**src/sv/ptc_pkg.sv**
```systemverilog
package ptc_pkg;

  // Pipeline depth: six stages of compensation, five of pressure scaling.
  localparam int COMP_STAGES = 6;
  localparam int PRES_STAGES = 5;
  localparam int NUM_STAGES  = COMP_STAGES + PRES_STAGES;

  localparam int COEF_W  = 16;
  localparam int RAW_W   = 24;
  localparam int DT_W    = 25;
  localparam int WIDE_W  = 40;
  localparam int PRES_W  = 32;
  localparam int TEMP_W  = 21;
  localparam int ADDR_W  = 5;
  localparam int APB_W   = 32;

  // Temperature reference of the second-order split (20.00 C) and the offset
  // that moves the very-low branch threshold to -15.00 C.
  localparam logic signed [19:0] TEMP_REF   = 20'sd2000;
  localparam logic signed [18:0] VLOW_OFFS  = 19'sd3500;
  localparam logic signed [17:0] VLOW_LIMIT = -18'sd3500;

  typedef enum logic [2:0] {
    REG_SENS_BASE   = 3'd0,
    REG_OFFSET_BASE = 3'd1,
    REG_SENS_TEMP   = 3'd2,
    REG_OFFSET_TEMP = 3'd3,
    REG_REF_TEMP    = 3'd4,
    REG_TEMP_SLOPE  = 3'd5
  } reg_idx_t;

  typedef struct packed {
    logic [COEF_W-1:0] sens_base;
    logic [COEF_W-1:0] offset_base;
    logic [COEF_W-1:0] sens_temp;
    logic [COEF_W-1:0] offset_temp;
    logic [COEF_W-1:0] ref_temp;
    logic [COEF_W-1:0] temp_slope;
  } coef_t;

  typedef logic [NUM_STAGES:1] stage_en_t;

  // Result of the compensation stages, handed to the pressure stages.
  typedef struct packed {
    logic              err;
    logic [RAW_W-1:0]  d1;
    logic [WIDE_W-1:0] sens;
    logic [WIDE_W-1:0] off;
    logic [TEMP_W-1:0] temp;
  } comp_t;

endpackage

```
**src/sv/ptc_pres.sv**
```systemverilog
module ptc_pres (
  input  logic                        clk,
  input  ptc_pkg::stage_en_t          en,
  input  ptc_pkg::comp_t              comp,
  output logic [ptc_pkg::PRES_W-1:0]  pressure,
  output logic [ptc_pkg::TEMP_W-1:0]  temperature,
  output logic                        status
);

  // Stage 7: D1 times sensitivity as two partial products on a 20-bit split.
  logic               s7_err_r;
  logic [20:0]        s7_temp_r;
  logic signed [39:0] s7_off_r;
  logic [43:0]        s7_pp_lo_r;
  logic signed [44:0] s7_pp_hi_r;
  logic [43:0]        pp_lo;
  logic signed [44:0] pp_hi;

  assign pp_lo = comp.d1 * comp.sens[19:0];
  assign pp_hi = $signed({1'b0, comp.d1}) * $signed(comp.sens[39:20]);

  always_ff @(posedge clk) begin
    if (en[7]) begin
      s7_err_r   <= comp.err;
      s7_temp_r  <= comp.temp;
      s7_off_r   <= $signed(comp.off);
      s7_pp_lo_r <= pp_lo;
      s7_pp_hi_r <= pp_hi;
    end
  end

  // Stage 8: recombine the partial products.
  logic               s8_err_r;
  logic [20:0]        s8_temp_r;
  logic signed [39:0] s8_off_r;
  logic signed [63:0] s8_prod_r;
  logic signed [64:0] prod;

  assign prod = $signed({s7_pp_hi_r, 20'd0}) + $signed({21'd0, s7_pp_lo_r});

  always_ff @(posedge clk) begin
    if (en[8]) begin
      s8_err_r  <= s7_err_r;
      s8_temp_r <= s7_temp_r;
      s8_off_r  <= s7_off_r;
      s8_prod_r <= prod[63:0];
    end
  end

  // Stage 9: divide by 2^21, rounding toward zero.
  logic               s9_err_r;
  logic [20:0]        s9_temp_r;
  logic signed [39:0] s9_off_r;
  logic signed [42:0] s9_pd_r;
  logic signed [63:0] prod_adj;

  assign prod_adj = s8_prod_r + (s8_prod_r[63] ? 64'sd2097151 : 64'sd0);

  always_ff @(posedge clk) begin
    if (en[9]) begin
      s9_err_r  <= s8_err_r;
      s9_temp_r <= s8_temp_r;
      s9_off_r  <= s8_off_r;
      s9_pd_r   <= prod_adj[63:21];
    end
  end

  // Stage 10: subtract the offset.
  logic               s10_err_r;
  logic [20:0]        s10_temp_r;
  logic signed [43:0] s10_diff_r;

  always_ff @(posedge clk) begin
    if (en[10]) begin
      s10_err_r  <= s9_err_r;
      s10_temp_r <= s9_temp_r;
      s10_diff_r <= 44'(s9_pd_r) - 44'(s9_off_r);
    end
  end

  // Stage 11: divide by 2^13 toward zero and apply the zero-conversion error.
  // The quotient fits 31 bits, so the 32-bit field never saturates.
  logic [31:0]        pres_r;
  logic [20:0]        temp_r;
  logic               status_r;
  logic signed [43:0] diff_adj;
  logic signed [30:0] pres_q;

  assign diff_adj = s10_diff_r + (s10_diff_r[43] ? 44'sd8191 : 44'sd0);
  assign pres_q   = diff_adj[43:13];

  always_ff @(posedge clk) begin
    if (en[11]) begin
      pres_r   <= s10_err_r ? '0 : 32'(pres_q);
      temp_r   <= s10_err_r ? '0 : s10_temp_r;
      status_r <= s10_err_r;
    end
  end

  assign pressure    = pres_r;
  assign temperature = temp_r;
  assign status      = status_r;

endmodule

```
**config.mk**
```make
export PLATFORM = sky130hd
export DESIGN_NAME = ptc_pres
export DESIGN_NICKNAME = d
export VERILOG_FILES = /design/src/sv/ptc_pkg.sv /design/src/sv/ptc_pres.sv
export SDC_FILE = /design/constraint.sdc
export NUM_CORES = 2
export LEC_CHECK = 0
export ABC_CLOCK_PERIOD_IN_PS = 8360
export BUFFER_PORTS_ARGS = -buffer_cell sky130_fd_sc_hd__buf_2
export CORE_MARGIN = 2
export CORE_UTILIZATION = 55
export CTS_CLUSTER_SIZE = 8
export DETAILED_ROUTE_END_ITERATION = 7
export PLACE_DENSITY = 0.77
export REMOVE_ABC_BUFFERS = 1
export SETUP_SLACK_MARGIN = 0.05
export SLEW_MARGIN = 10
export SYNTH_ARGS = -nofsm -noshare
export SYNTH_HDL_FRONTEND = slang
export SYNTH_SLANG_ARGS = --single-unit
```
**constraint.sdc**
```tcl
create_clock -name clk -period 8.36 [get_ports clk]
set_input_delay 0.836 -clock clk [delete_from_list [all_inputs] [get_ports clk]]
set_output_delay 0.836 -clock clk [all_outputs]
set_load 0.05 [all_outputs]
```
==> flow_metrics.py <==
metrics = {
    "setup_path": {
        "critical_path.endpoint": "s7_pp_hi_r[43]",
        "cp_data_arrival_time_ns": 7.98,
        "path_depth": 26,
        "max_stage_delay_ns": 0.58,
        "crit_path_max_fanout": 23,
        "endpoint_kind": "flop",
        "critPathTopFamily": "adder cells",
        "r2r_setup_slack_ns": 4.61,
        "r2r_end": "s9_pd_r[42]",
        "critPathLaunch": "comp[108]",
        "reg2reg_from": "s8_prod_r[63]",
        "crit_buf_inv": 6,
        "crit_top_cell": "fa_1",
        "crit_type": "in2reg",
        "startpoint_type": "primary input",
        "reg2reg_depth": 13,
        "required_ns": 8.69,
        "cp_slowest_cell": "fa_1",
    },
    "floorplanning": {
        "top_level_ports": 192,
        "start_util_pct": 55.49,
        "die_area_um2": 98210,
        "num_rows": 113,
        "die_h_um": 313.4,
        "die_x_um": 313.4,
        "coreArea_um2": 94870,
    },
    "run_status": {
        "outcome": "finished, final reports clean",
    },
    "finish": {
        "area_growth_syn_to_layout_pct": 9.350,
        "mostFrequentLayoutCell": "inv_1",
        "nets": 6539,
        "drive_gt1_share_pct": 8.396,
        "final_cell_mix": "936 x inv_1, 787 x fa_1, 599 x nand2_1, 500 x edfxtp_1, 473 x and2_1",
    },
    "routing": {
        "drt_iter0_markers": 2343,
        "detail_route.vias_per_cell": 5.380,
        "routed_wl_mm": 117.3,
        "wl_per_cell_um": 18.16,
        "num_vias": 34747,
        "first_pass_iters": 5,
        "drc": 0,
        "ant_nets": 0,
    },
    "synthesis": {
        "yosys.area.top_type": "fa_1",
        "syn_area_per_cell_um2": 10.55,
        "synthFlopType": "edfxtp_1",
        "synthTopCellsByArea": "fa_1 30%, edfxtp_1 29%, ha_1 10%",
        "yosysTopAreaCellShare_pct": 29.93,
        "yosysSeqAreaShare_pct": 28.52,
        "synth_edf_count": 500,
        "synth_area_um2": 52650,
        "yosys_warnings": 0,
        "synth-seq-cells": 500,
        "synthCells": 4990,
        "synth-async-reset-ratio_pct": 0,
        "yosysUniqueCellTypes": 73,
    },
    "clock_tree": {
        "cts.sinks": 500,
        "htree_levels": 3,
        "cts-hold-fix-buffers": 0,
        "tritoncts": "built",
        "cts_buffer_depth": 3,
        "post_cts_buffers": 0,
        "clock_latency_ns": 0.60,
        "cts-buffers-inserted": 72,
        "clk_transition_reported_paths_ns": 0.05,
        "post_cts_resized": 0,
        "cts_root_buffer": "clkbuf_16",
    },
    "timing": {
        "relSlewSlack_pct": 37.71,
        "grt_setup_unrepaired": "no",
        "finalHoldViolCount": 0,
        "period_needed_ns": 7.650,
        "maxSlewViolCount": 0,
        "max_freq_ghz": 0.1307,
        "max_slew.worst_pin.slew_ns": 0.9344,
        "tns_ns": 0,
        "setup_violations": 0,
        "setup_slack_ns": 0.7095,
        "period_share_pct": 91.51,
        "finClkSkew_ns": 0.02515,
    },
    "placed_design": {
        "port-buffer-count": 185,
        "dp.final_hpwl_mm": 92.63,
        "place.gp.congestion": 0.9097,
        "pre_cts_slack_ns": 0.1465,
    },
    "global_route": {
        "gr-total-overflow": 0,
        "grt_pass1_vias": 37066,
        "grt_usage_pct": 24.55,
        "grt_pass1_wl_mm": 190.9,
        "grt_max_degree": 80,
        "antenna_found_initial": 5,
    },
    "worst_hold_path": {
        "min_path_type": "reg2reg",
    },
    "run": {
        "drv_cap": 0,
    },
}
==> cells in the mapped netlist, types with 6 or more instances <==
| cell | n |
|---|---|
| a211oi_1 | 11 |
| a21o_1 | 100 |
| a21oi_1 | 139 |
| a31o_2 | 6 |
| a31oi_1 | 13 |
| and2_1 | 473 |
| and3_1 | 30 |
| and4_1 | 8 |
| clkbuf_1 | 205 |
| edfxtp_1 | 500 |
| fa_1 | 787 |
| ha_1 | 428 |
| inv_1 | 936 |
| nand2_1 | 599 |
| nand2b_1 | 36 |
| nand3_1 | 45 |
| nand4_1 | 35 |
| nor2_1 | 120 |
| nor2b_1 | 38 |
| nor3_1 | 25 |
| nor4_1 | 11 |
| o211ai_1 | 8 |
| o21a_1 | 21 |
| o21ai_0 | 60 |
| o21ai_1 | 14 |
| o21bai_1 | 17 |
| or2_2 | 8 |
| or3_1 | 9 |
| xnor2_1 | 144 |
| xor2_1 | 89 |
==> through the flow <==
| step | area, um^2 | std cells | util (%) | hold slack [ns] |
|---|---|---|---|---|
| after floorplan | 51850 | 4781 | - | 0.4003 |
| after global placement | 55590 | 6377 | 58.59 | 0.4003 |
| after detailed placement | 55590 | 6377 | 58.59 | 0.4045 |
| after CTS | 57570 | 6458 | 60.68 | 0.3777 |
| after global routing | 57570 | 6459 | 60.68 | 0.3841 |
| final | 57570 | 6459 | 60.68 | 0.4074 |
==> layer usage <==
layer / share of wire (%) / wire, um / vias up / global-route usage, %
met5: 0.027 / 32 / - / 0
met4: 3.1 / 3595 / 6 / 7.634
met3: 8.1 / 9477 / 219 / 4.823
met2: 47 / 55670 / 1282 / 41.02
met1: 41 / 48520 / 17205 / 32.52
li1: - / - / 16035 / -
==> state kept, by name (all words and copies together), names as in the netlist, 21 cells and up <==
name / cells
temperature: 21
s8_off_r: 40
s9_temp_r: 21
s10_temp_r: 21
s7_pp_hi_r: 44
s8_temp_r: 21
pressure: 31
s7_pp_lo_r: 44
s7_off_r: 40
s8_prod_r: 64
s9_off_r: 40
s9_pd_r: 43
s7_temp_r: 21
s10_diff_r: 44
==> kinds of logic after synthesis <==
kind of cell	count (synthesis)	synth area share, %
AO/OA/AOI/OAI	451	5.657
XOR/XNOR	233	3.876
adder cells (fa/ha/maj)	1215	40.10
buffers and inverters	1145	8.176
flip-flops	500	28.52
multiplexers	1	0.01901
AND/OR/NAND/NOR	1445	13.65
==> worst min path at each step <==
stage	start	end	slack, ns	cells after the start
2_1_floorplan	s9_err_r	s10_err_r	0.40	0
3_3_place_gp	s9_temp_r[9]	s10_temp_r[9]	0.40	0
3_5_place_dp	s7_off_r[22]	s8_off_r[22]	0.40	0
4_1_cts	comp[9]	s7_temp_r[9]	0.38	1
5_1_grt	comp[9]	s7_temp_r[9]	0.38	1
6_report	s7_off_r[28]	s8_off_r[28]	0.41	0
==> worst reg2reg max path, delay by kind of cell (launching register included) <==
| family | cells | cell delay, ns |
|---|---|---|
| AO/OA/AOI/OAI | 6 | 1.26 |
| XOR/XNOR | 1 | 0.13 |
| adder cells (fa/ha/maj) | 1 | 0.33 |
| buffers and inverters | 1 | 0.26 |
| flip-flops | 1 | 0.36 |
| AND/OR/NAND/NOR | 4 | 1.16 |
==> final cells by class <==
class,instances,area (um^2)
Antenna cell,1,2.502
Clock buffer,72,1802
Clock inverter,9,176.4
Fill cell,7532,37300
Inverter,936,3513
Multi-Input combinational cell,3345,33330
Sequential cell,500,15010
Tap cell,1265,1583
Timing Repair Buffer,331,2150
Power is not shown: default switching activity piles up to over one toggle a cycle in this logic, so the estimate is an artifact.
