===== src/sv/ptc_pkg.sv =====
package ptc_pkg;

  // Pipeline depth: six stages of compensation, five of pressure scaling.
  localparam int COMP_STAGES = 6;
  localparam int PRES_STAGES = 5;
  localparam int NUM_STAGES  = COMP_STAGES + PRES_STAGES;

  localparam int COEF_W  = 16;
  localparam int RAW_W   = 24;
  localparam int DT_W    = 25;
  localparam int WIDE_W  = 40;
  localparam int PRES_W  = 32;
  localparam int TEMP_W  = 21;
  localparam int ADDR_W  = 5;
  localparam int APB_W   = 32;

  // Temperature reference of the second-order split (20.00 C) and the offset
  // that moves the very-low branch threshold to -15.00 C.
  localparam logic signed [19:0] TEMP_REF   = 20'sd2000;
  localparam logic signed [18:0] VLOW_OFFS  = 19'sd3500;
  localparam logic signed [17:0] VLOW_LIMIT = -18'sd3500;

  typedef enum logic [2:0] {
    REG_SENS_BASE   = 3'd0,
    REG_OFFSET_BASE = 3'd1,
    REG_SENS_TEMP   = 3'd2,
    REG_OFFSET_TEMP = 3'd3,
    REG_REF_TEMP    = 3'd4,
    REG_TEMP_SLOPE  = 3'd5
  } reg_idx_t;

  typedef struct packed {
    logic [COEF_W-1:0] sens_base;
    logic [COEF_W-1:0] offset_base;
    logic [COEF_W-1:0] sens_temp;
    logic [COEF_W-1:0] offset_temp;
    logic [COEF_W-1:0] ref_temp;
    logic [COEF_W-1:0] temp_slope;
  } coef_t;

  typedef logic [NUM_STAGES:1] stage_en_t;

  // Result of the compensation stages, handed to the pressure stages.
  typedef struct packed {
    logic              err;
    logic [RAW_W-1:0]  d1;
    logic [WIDE_W-1:0] sens;
    logic [WIDE_W-1:0] off;
    logic [TEMP_W-1:0] temp;
  } comp_t;

endpackage


===== src/sv/ptc_regs.sv =====
module ptc_regs (
  input  logic                        clk,
  input  logic                        rst_n,
  input  logic                        psel,
  input  logic                        penable,
  input  logic                        pwrite,
  input  logic [ptc_pkg::ADDR_W-1:0]  paddr,
  input  logic [ptc_pkg::APB_W-1:0]   pwdata,
  output logic [ptc_pkg::APB_W-1:0]   prdata,
  output ptc_pkg::coef_t              coef
);

  ptc_pkg::coef_t   coef_r;
  ptc_pkg::reg_idx_t idx;
  logic             wr_en;

  assign idx   = ptc_pkg::reg_idx_t'(paddr[4:2]);
  assign wr_en = psel && penable && pwrite;
  assign coef  = coef_r;

  always_ff @(posedge clk) begin
    if (!rst_n) begin
      coef_r <= '0;
    end else if (wr_en) begin
      unique case (idx)
        ptc_pkg::REG_SENS_BASE:   coef_r.sens_base   <= pwdata[15:0];
        ptc_pkg::REG_OFFSET_BASE: coef_r.offset_base <= pwdata[15:0];
        ptc_pkg::REG_SENS_TEMP:   coef_r.sens_temp   <= pwdata[15:0];
        ptc_pkg::REG_OFFSET_TEMP: coef_r.offset_temp <= pwdata[15:0];
        ptc_pkg::REG_REF_TEMP:    coef_r.ref_temp    <= pwdata[15:0];
        ptc_pkg::REG_TEMP_SLOPE:  coef_r.temp_slope  <= pwdata[15:0];
        default: ;
      endcase
    end
  end

  always_comb begin
    unique case (idx)
      ptc_pkg::REG_SENS_BASE:   prdata = {16'd0, coef_r.sens_base};
      ptc_pkg::REG_OFFSET_BASE: prdata = {16'd0, coef_r.offset_base};
      ptc_pkg::REG_SENS_TEMP:   prdata = {16'd0, coef_r.sens_temp};
      ptc_pkg::REG_OFFSET_TEMP: prdata = {16'd0, coef_r.offset_temp};
      ptc_pkg::REG_REF_TEMP:    prdata = {16'd0, coef_r.ref_temp};
      ptc_pkg::REG_TEMP_SLOPE:  prdata = {16'd0, coef_r.temp_slope};
      default:                  prdata = '0;
    endcase
  end

endmodule


===== config.mk =====
export PLATFORM = sky130hd
export DESIGN_NAME = ptc_regs
export DESIGN_NICKNAME = d
export VERILOG_FILES = /design/src/sv/ptc_pkg.sv /design/src/sv/ptc_regs.sv
export SDC_FILE = /design/constraint.sdc
export NUM_CORES = 1
export LEC_CHECK = 0
export BUFFER_PORTS_ARGS = -buffer_cell sky130_fd_sc_hd__buf_2
export CAP_MARGIN = 30
export CORE_MARGIN = 10
export CORE_UTILIZATION = 45
export DETAILED_ROUTE_END_ITERATION = 10
export PLACE_DENSITY_LB_ADDON = 0.12
export RECOVER_POWER = 50
export SLEW_MARGIN = 15
export SYNTH_ARGS = -nofsm -noshare
export SYNTH_HDL_FRONTEND = slang
export SYNTH_SLANG_ARGS = --single-unit

===== constraint.sdc =====
create_clock -name clk -period 1.65 [get_ports clk]
set_clock_uncertainty 0.1 [all_clocks]
set_input_delay 0.4125 -clock clk [delete_from_list [all_inputs] [get_ports clk]]
set_output_delay 0.4125 -clock clk [all_outputs]
set_load 0.05 [all_outputs]

==> flow_summary.toml, run 1 <==
[global_route]
grt_pass1_wl_um = 22400
grt_usage_pct = 19.1
grt_max_degree = 74
antenna_violations_before_repair = 0
grt_pass1_vias = 4175
globalRoute.totalOverflow = 0

[placement]
worst_setup_slack_before_clock_tree_synthesis_ns = -0.551
place.port_buffers = 135
finalWeightedCongestion = 0.778
dp_hpwl_um = 10100
placed_cell_area_um2 = 5960

[timing]
setup_viol_count_final = 22
timing.setup.tns_ns = -4.59
post-route-min-period_ns = 1.94
post-route-period-util_pct = 118
hold_violations = 0
postLayoutSetupSlackWorst_ns = -0.295
fmax_mhz = 514
rsz0062_at_grt = "yes"
final-max-slew-violation-count = 0
fin_hold_ws_ns = 0.331

[die]
die_w_um = 121
die_height_um = 121
core_region_area_um2 = 9820
num_io_pins = 170
die-area_um2 = 14500
fp-row-count = 36
initial_utilization_pct = 46.4

[worst_setup_path]
critical_path.cell_chain = "buf_12 > buf_12 > mux2_4 > a32oi_2 > o21ai_4 > buf_6"
worst_setup_path_end_kind = "output port"
timing.critical_path.fanout_max = 7
critPathBufInv = 3
critical-path-top-cell-by-count = "sky130_fd_sc_hd__buf_12"
path_class = "in -> out"
worst_setup_path_start_kind = "input pin"
slowest_stage_cell_crit_path = "sky130_fd_sc_hd__mux2_4"
crit_family = "buffers and inverters"
cpPeakStageDelay_ns = 0.29
cp_data_required_time_ns = 1.14
worst-endpoint-arrival_ns = 1.43

[synthesis]
synth_top_area_cell = "sky130_fd_sc_hd__dfxtp_1"
postSynth.topFlopCell = "sky130_fd_sc_hd__dfxtp_1"
synth_most_common_cell = "sky130_fd_sc_hd__mux2i_1"
post_synth.cell_area_avg_um2 = 10.3
fraction_of_synthesis_flops_using_an_asynchronous_set_or_reset_pin_pct = 0
synth_sequential_area_ratio_pct = 42.2
syn-cell-area_um2 = 4550
register_bit_count_reported_by_yosys = 96
yosys_warning_count = 0
synth_commonest_cells = "sky130_fd_sc_hd__mux2i_1 (123), sky130_fd_sc_hd__nand2_1 (112), sky130_fd_sc_hd__dfxtp_1 (96)"
yosys-top-cells-area = "sky130_fd_sc_hd__dfxtp_1 (42%), sky130_fd_sc_hd__mux2i_1 (27%), sky130_fd_sc_hd__nand2_1 (9.2%)"
post_syn_instances = 444
synth_top_area_share_pct = 42.2
yosys.cell_types.count = 25
synth-edff-count = 0

[clock_network]
clock_tree_from_tritoncts = "yes"
cts_num_sinks = 96
cts_made_buffers = 9
cts_buffer_depth = 2
cts_hold_buf = 0
clk-insertion-delay-late_ns = 0.36
root_buffer = "sky130_fd_sc_hd__clkbuf_8"
h-tree-depth = 3
clkTransAtPathRegs_ns = 0.09

[job]
maxCapViolCount = 0

[finish]
final_net_count = 659
fillerInstances = 810
sequential_cell_area_um2 = 1950
syn_to_final_growth_pct = 40.9
num_antenna_cells = 0
multi_input_gate_area_in_the_final_layout_um2 = 2660
largest_register_ff_count = 96
layout-drive-gt1-share_pct = 45.3
final_design_area_no_fill_um2 = 6410

[route]
route.detailed.wl_per_inst_um = 18.9
drc_errors = 0
drt-pass1-iter-count = 4
vias_per_cell = 5.11
detail_route.wirelength_um = 14200
postRouteAntennaNets = 0
detailedRoute.firstIterationViolations = 258
vias = 3857

[worst_hold_path]
tightest_hold_check_type = "in -> reg"

[power_and_ir_drop]
leakage_nw = 2.74
power_per_cell_area_nw_per_um2 = 718
max_vdd_drop_uv = 372
fin_total_pwr_mw = 4.61

[status]
violations_in_the_final_reports = "setup timing"
outcome = "complete, but fails checks"
==> kinds of logic (layout without fill, tap and decap cells) <==
logic type | after synthesis | count (layout) | share of synthesized area [%]
mux | 137 | 137 | 30.5
other cells | 1 | 16 | 0.0824
compound gates | 39 | 39 | 5.99
flops | 96 | 96 | 42.2
buf+inv | 45 | 207 | 7.34
simple gates | 126 | 127 | 13.9
==> per-stage QoR <==
stage,util [%],cells
3_5_place_dp,60.7,731
5_1_grt,65.3,755
6_report,65.3,755
2_1_floorplan,-,459
4_1_cts,66.5,752
3_3_place_gp,60.7,731
==> metal layers <==
metal  share of wire [%]  GRT usage, %
met4                 1.5          6.41
met2                  48          31.2
met3                 7.1          5.58
met5                   0             0
met1                  44          23.5
==> tightest hold or removal path: cells and delay by family <==
kind                   cells  cell delay [ns]
AND/OR/NAND/NOR            1             0.15
buffers and inverters      1             0.10
multiplexers               1             0.10
==> timing repair <==
item                       4_1_cts  5_1_grt
buffers inserted                 1        2
pin swaps                       19        8
resized for setup               69       14
gates cloned                     4        1
setup endpoints to repair       16       17
==> placed cells by master (no fill, tap or decap), drive strengths merged <==
master      n
buf       137
mux2i     123
nand2     112
dfxtp      96
clkbuf     64
conb       16
mux2       14
o21ai      13
o22a        9
a22oi       7
nor2        6
a32oi       4
a221oi      3
a21oi       3
clkinv      3
or2         2
nor2b       2
nand2b      2
and2b       1
nand4       1
nand4b      1
bufinv      1
clkinvlp    1
bufbuf      1
==> worst paths after layout <==
path                   from         end  slack [ns]  depth (start not counted)
hold / removal    pwdata[6]    coef[38]        0.33                          3
setup / recovery   paddr[2]  prdata[12]       -0.29                          6
setup reg to reg   coef[67]    coef[67]        0.85                          3
hold reg to reg    coef[65]    coef[65]        0.37                          2
==> power breakdown <==
part	switching [mW]	internal (mW)
clock network	0.808	0.825
registers	0.0137	2.33
logic	0.424	0.205
total	1.25	3.36
==> final cells by class <==
class,count,area share [%]
Timing Repair Buffer,190,22.1
Clock inverter,4,0.800
Multi-Input combinational cell,319,41.5
Clock buffer,12,2.58
Tap cell,133,2.59
Sequential cell,96,30.3
Inverter,1,0.0585
Power figures use the tool's default switching activity.
==> run 2: changes to the inputs <==
--- a/config.mk
+++ b/config.mk
@@ -8,7 +8,7 @@
 export BUFFER_PORTS_ARGS = -buffer_cell sky130_fd_sc_hd__buf_2
 export CAP_MARGIN = 30
 export CORE_MARGIN = 10
-export CORE_UTILIZATION = 45
+export CORE_UTILIZATION = 53
 export DETAILED_ROUTE_END_ITERATION = 10
 export PLACE_DENSITY_LB_ADDON = 0.12
 export RECOVER_POWER = 50
==> constraint.sdc (replaced) <==
create_clock -name clk -period 2.4 [get_ports clk]
set_clock_uncertainty 0.1 [all_clocks]
set_input_delay 0.6 -clock clk [delete_from_list [all_inputs] [get_ports clk]]
set_output_delay 0.6 -clock clk [all_outputs]
set_load 0.05 [all_outputs]
==> flow_summary.toml, run 2 (synthesis results as in run 1) <==
[worst_setup_path]
crit_family = "buffers and inverters"
slowest_stage_cell_crit_path = "sky130_fd_sc_hd__or2_4"
timing.critical_path.fanout_max = 10
critical_path.cell_chain = "buf_6 > buf_4 > or2_4 > o22a_1 > o21ai_2 > buf_6"
cpPeakStageDelay_ns = 0.29
worst_setup_path_start_kind = "input pin"
cp_data_required_time_ns = 1.70
worst_setup_path_end_kind = "output port"
critical-path-top-cell-by-count = "sky130_fd_sc_hd__buf_6"
path_class = "in -> out"
critPathBufInv = 3
worst-endpoint-arrival_ns = 1.67

[global_route]
grt_max_degree = 50
grt_usage_pct = 19.7
antenna_violations_before_repair = 0
globalRoute.totalOverflow = 0
grt_pass1_vias = 3978
grt_pass1_wl_um = 20800

[timing]
fin_hold_ws_ns = 0.376
post-route-min-period_ns = 2.37
post-route-period-util_pct = 99.0
hold_violations = 0
final-max-slew-violation-count = 0
fmax_mhz = 421
setup_viol_count_final = 0
postLayoutSetupSlackWorst_ns = 0.0251
timing.setup.tns_ns = 0

[power_and_ir_drop]
max_vdd_drop_uv = 351
leakage_nw = 2.70
fin_total_pwr_mw = 3.08
power_per_cell_area_nw_per_um2 = 512

[placement]
placed_cell_area_um2 = 5440
dp.cells = 677
dp_hpwl_um = 9460
finalWeightedCongestion = 0.779
place.port_buffers = 135
worst_setup_slack_before_clock_tree_synthesis_ns = -0.373

[finish]
final_net_count = 638
largest_register_ff_count = 96
finish.cell_count_without_fillers = 706
layout-drive-gt1-share_pct = 39.8
layout_common_cells = "sky130_fd_sc_hd__mux2i_1 (123), sky130_fd_sc_hd__buf_2 (115), sky130_fd_sc_hd__nand2_1 (112)"
num_antenna_cells = 0
layout.core_utilization_pct = 72.5
final_design_area_no_fill_um2 = 6020
mostFrequentLayoutCell = "sky130_fd_sc_hd__mux2i_1"
syn_to_final_growth_pct = 32.2

[clock_network]
cts_num_sinks = 96
h-tree-depth = 3
root_buffer = "sky130_fd_sc_hd__clkbuf_8"
clock_tree_from_tritoncts = "yes"
cts_made_buffers = 9
cts_buffer_depth = 2
clkTransAtPathRegs_ns = 0.09
clk-insertion-delay-late_ns = 0.34

[die]
initial_utilization_pct = 54.9
die_height_um = 113
fp-row-count = 33
num_io_pins = 170
core_region_area_um2 = 8300
die-area_um2 = 12700
die_w_um = 113

[route]
route.detailed.wl_per_inst_um = 19.4
vias = 3823
detailedRoute.firstIterationViolations = 154
detail_route.wirelength_um = 13700
vias_per_cell = 5.42
postRouteAntennaNets = 0
drc_errors = 0
drt-pass1-iter-count = 4

[job]
maxCapViolCount = 0

[worst_hold_path]
tightest_hold_check_type = "reg -> reg"

[status]
outcome = "finished clean"
-- run 2: cell count changes in the layout (fill, tap and decap cells not counted), sizes merged --
| cell | previous run | this run |
|---|---|---|
| inv | 0 | 1 |
| clkbuf | 64 | 14 |
| bufbuf | 1 | 0 |
| buf | 137 | 167 |
| clkinvlp | 1 | 0 |
-- run 2: final cells by class --
type                       count  area [um2]
clock buffer                  12         145
clock inverter                 4        52.6
fill                         621        2280
inverter                       1        5.00
multi-input combinational    319        2530
sequential                    96        1920
tap                          105         131
timing repair buffer         169        1230
-- run 2: power breakdown --
group | internal, mW | switching (mW)
sequential | 1.60 | 0.00957
combinational | 0.132 | 0.283
clock | 0.516 | 0.541
total | 2.25 | 0.833
-- run 2: worst reg2reg max path, cell delays in order, from the launching register on --
cell and delay (ns):
sky130_fd_sc_hd__dfxtp_1 0.40, sky130_fd_sc_hd__nand2_1 0.08, sky130_fd_sc_hd__mux2i_1 0.14
-- run 2: worst paths after layout --
check	start	end	slack [ns]	depth (start not counted)
max	paddr[3]	prdata[5]	0.03	6
min	coef[55]	coef[55]	0.38	2
max reg2reg	coef[19]	coef[19]	1.61	2
min reg2reg	coef[55]	coef[55]	0.38	2
-- run 2: layer usage --
layer | GRT usage (%) | part of all wire (%)
met1 | 23.3 | 43
met2 | 32.7 | 47
met3 | 6.76 | 7.8
met4 | 5.84 | 1.5
met5 | 0 | 0
-- run 2: what timing repair did --
| action | CTS | global route |
|---|---|---|
| setup buffers | 2 | 9 |
| hold buffers | 0 | 0 |
| gates cloned | 1 | 2 |
| endpoints found under the setup margin | 16 | 16 |
| resized for setup | 42 | 22 |
| pin swaps | 8 | 7 |
==> run 3: changes to the inputs <==
--- a/config.mk
+++ b/config.mk
@@ -10,7 +10,7 @@
 export CORE_MARGIN = 10
 export CORE_UTILIZATION = 53
 export DETAILED_ROUTE_END_ITERATION = 10
-export PLACE_DENSITY_LB_ADDON = 0.12
+export PLACE_DENSITY = 0.88
 export RECOVER_POWER = 50
 export SLEW_MARGIN = 15
 export SYNTH_ARGS = -nofsm -noshare
==> constraint.sdc (replaced) <==
create_clock -name clk -period 2.4 [get_ports clk]
set_clock_uncertainty 0.1 [all_clocks]
set_input_delay 0.36 -clock clk [delete_from_list [all_inputs] [get_ports clk]]
set_output_delay 0.36 -clock clk [all_outputs]
set_load 0.05 [all_outputs]
==> flow_summary.toml, run 3 (synthesis results as in run 1) <==
[status]
outcome = "finished clean"

[power_and_ir_drop]
power_per_cell_area_nw_per_um2 = 574
fin_total_pwr_mw = 2.97
leakage_nw = 1.91
sequentialPowerShare_pct = 54.2
power.net_switching_uw = 787
max_vdd_drop_uv = 326
internal_power_mw = 2.19
power.combinational.fraction_pct = 10.7
p_sw_share_pct = 26.4
power.share.clock_pct = 35.0

[clock_network]
ctsResizeCount = 0
clock_tree_from_tritoncts = "yes"
cts_made_buffers = 9
cts_hold_buf = 0
clkTransAtPathRegs_ns = 0.09
postCtsSetupBuffers = 0
clk-insertion-delay-late_ns = 0.35
root_buffer = "sky130_fd_sc_hd__clkbuf_8"
cts_buffer_depth = 2
cts_num_sinks = 96
h-tree-depth = 3

[worst_setup_path]
r2r_cells = 2
timing.critical_path.fanout_max = 20
cp_data_required_time_ns = 2.57
crit-reg2reg-capture = "coef[12]"
cpPeakStageDelay_ns = 1.02
crit_family = "simple AND/OR/NAND/NOR gates"
worst-endpoint-arrival_ns = 2.31
critical_path.cell_chain = "buf_2 > buf_4 > nand4b_4 > nor2_2 > mux2i_1"
slowest_stage_cell_crit_path = "sky130_fd_sc_hd__nor2_2"
critPathBufInv = 2
worst_setup_path_end_kind = "flip-flop"
path_class = "in -> reg"
worst_r2r_startpoint = "coef[12]"
r2r_slack_ns = 1.61
worst_setup_path_start_kind = "input pin"

[finish]
fillerInstances = 758
layout.core_utilization_pct = 62.5
finish.cell_count_without_fillers = 675
syn_to_final_growth_pct = 13.9
final_net_count = 607
num_antenna_cells = 0
largest_register_ff_count = 96
layout_common_cells = "sky130_fd_sc_hd__mux2i_1 (123), sky130_fd_sc_hd__nand2_1 (112), sky130_fd_sc_hd__clkbuf_1 (98)"
mostFrequentLayoutCell = "sky130_fd_sc_hd__mux2i_1"
sequential_cell_area_um2 = 1920
final_design_area_no_fill_um2 = 5190
layout-drive-gt1-share_pct = 14.4
multi_input_gate_area_in_the_final_layout_um2 = 2320

[timing]
worst_slew_margin_relative_to_its_limit_pct = 11.8
timing.setup.tns_ns = 0
hold_violations = 0
setup_viol_count_final = 0
post-route-period-util_pct = 89.4
fmax_mhz = 466
worst_pin_slew_ns = 1.32
fin_hold_ws_ns = 0.296
final-max-slew-violation-count = 0
postLayoutSetupSlackWorst_ns = 0.255
post-route-min-period_ns = 2.15
rsz0062_at_grt = "no"

[route]
detailedRoute.firstIterationViolations = 136
route.detailed.wl_per_inst_um = 18.6
met2WireLength_um = 6390
vias_per_cell = 5.36
met3_length_um = 885
drt-pass1-iter-count = 4
highest_layer = "met4"
detail_route.wirelength_um = 12600
vias = 3616
route.layer.met1.wl_um = 5140
drc_errors = 0
postRouteAntennaNets = 0

[die]
core_region_area_um2 = 8300
die_w_um = 113
die-area_um2 = 12700
num_io_pins = 170
fp-row-count = 33
die_height_um = 113
initial_utilization_pct = 54.9

[placement]
placed_cell_area_um2 = 5140
worst_setup_slack_before_clock_tree_synthesis_ns = 0.265
finalWeightedCongestion = 0.815
place.port_buffers = 135
dp_hpwl_um = 8960
dp.cells = 659

[worst_hold_path]
holdPathStages = 3
tightest_hold_check_type = "in -> reg"
hold_end = "coef[49]"
min-delay-start = "pwdata[1]"

[global_route]
grt_pass1_vias = 3864
antenna_violations_before_repair = 0
grt_usage_pct = 19.1
globalRoute.totalOverflow = 0
grt_max_degree = 113
grt_pass1_wl_um = 20100

[job]
maxCapViolCount = 0
## run 3: worst max path at each step
stage	start	endpoint	slack (ns)	depth (start not counted)
6_report	paddr[2]	coef[85]	0.25	5
5_1_grt	paddr[3]	coef[55]	0.12	4
4_1_cts	paddr[3]	prdata[7]	0.26	5
3_5_place_dp	paddr[3]	prdata[7]	0.26	5
3_3_place_gp	paddr[3]	prdata[4]	0.27	5
2_1_floorplan	paddr[2]	prdata[0]	0.01	4
## run 3: metal layers
layer	up-vias	GRT usage, %
met3	13	6.12
met5	-	0
met1	1745	21.7
met2	111	33.3
met4	0	6.01
li1	1747	-
## run 3: area by class of cell
type	count	area share, %
tap	105	2.53
timing repair buffer	139	11.8
clock inverter	4	1.04
clock buffer	12	2.80
sequential	96	37.1
multi-input combinational	318	44.7
inverter	1	0.0724
## run 3: power groups by stage
| stage | registers, mW | logic (mW) | clock network, mW |
|---|---|---|---|
| 2_1_floorplan | 1.69 | 0.233 | 0 |
| 3_3_place_gp | 1.65 | 0.321 | 0 |
| 3_5_place_dp | 1.65 | 0.327 | 0 |
| 4_1_cts | 1.61 | 0.327 | 1.07 |
| 5_1_grt | 1.61 | 0.341 | 1.12 |
| 6_report | 1.61 | 0.320 | 1.04 |
## run 3: worst min-delay path: cells and delay by family
kind	cells	cell delay, ns
buffers and inverters	1	0.07
muxes	1	0.15
and+or+nand+nor	1	0.12
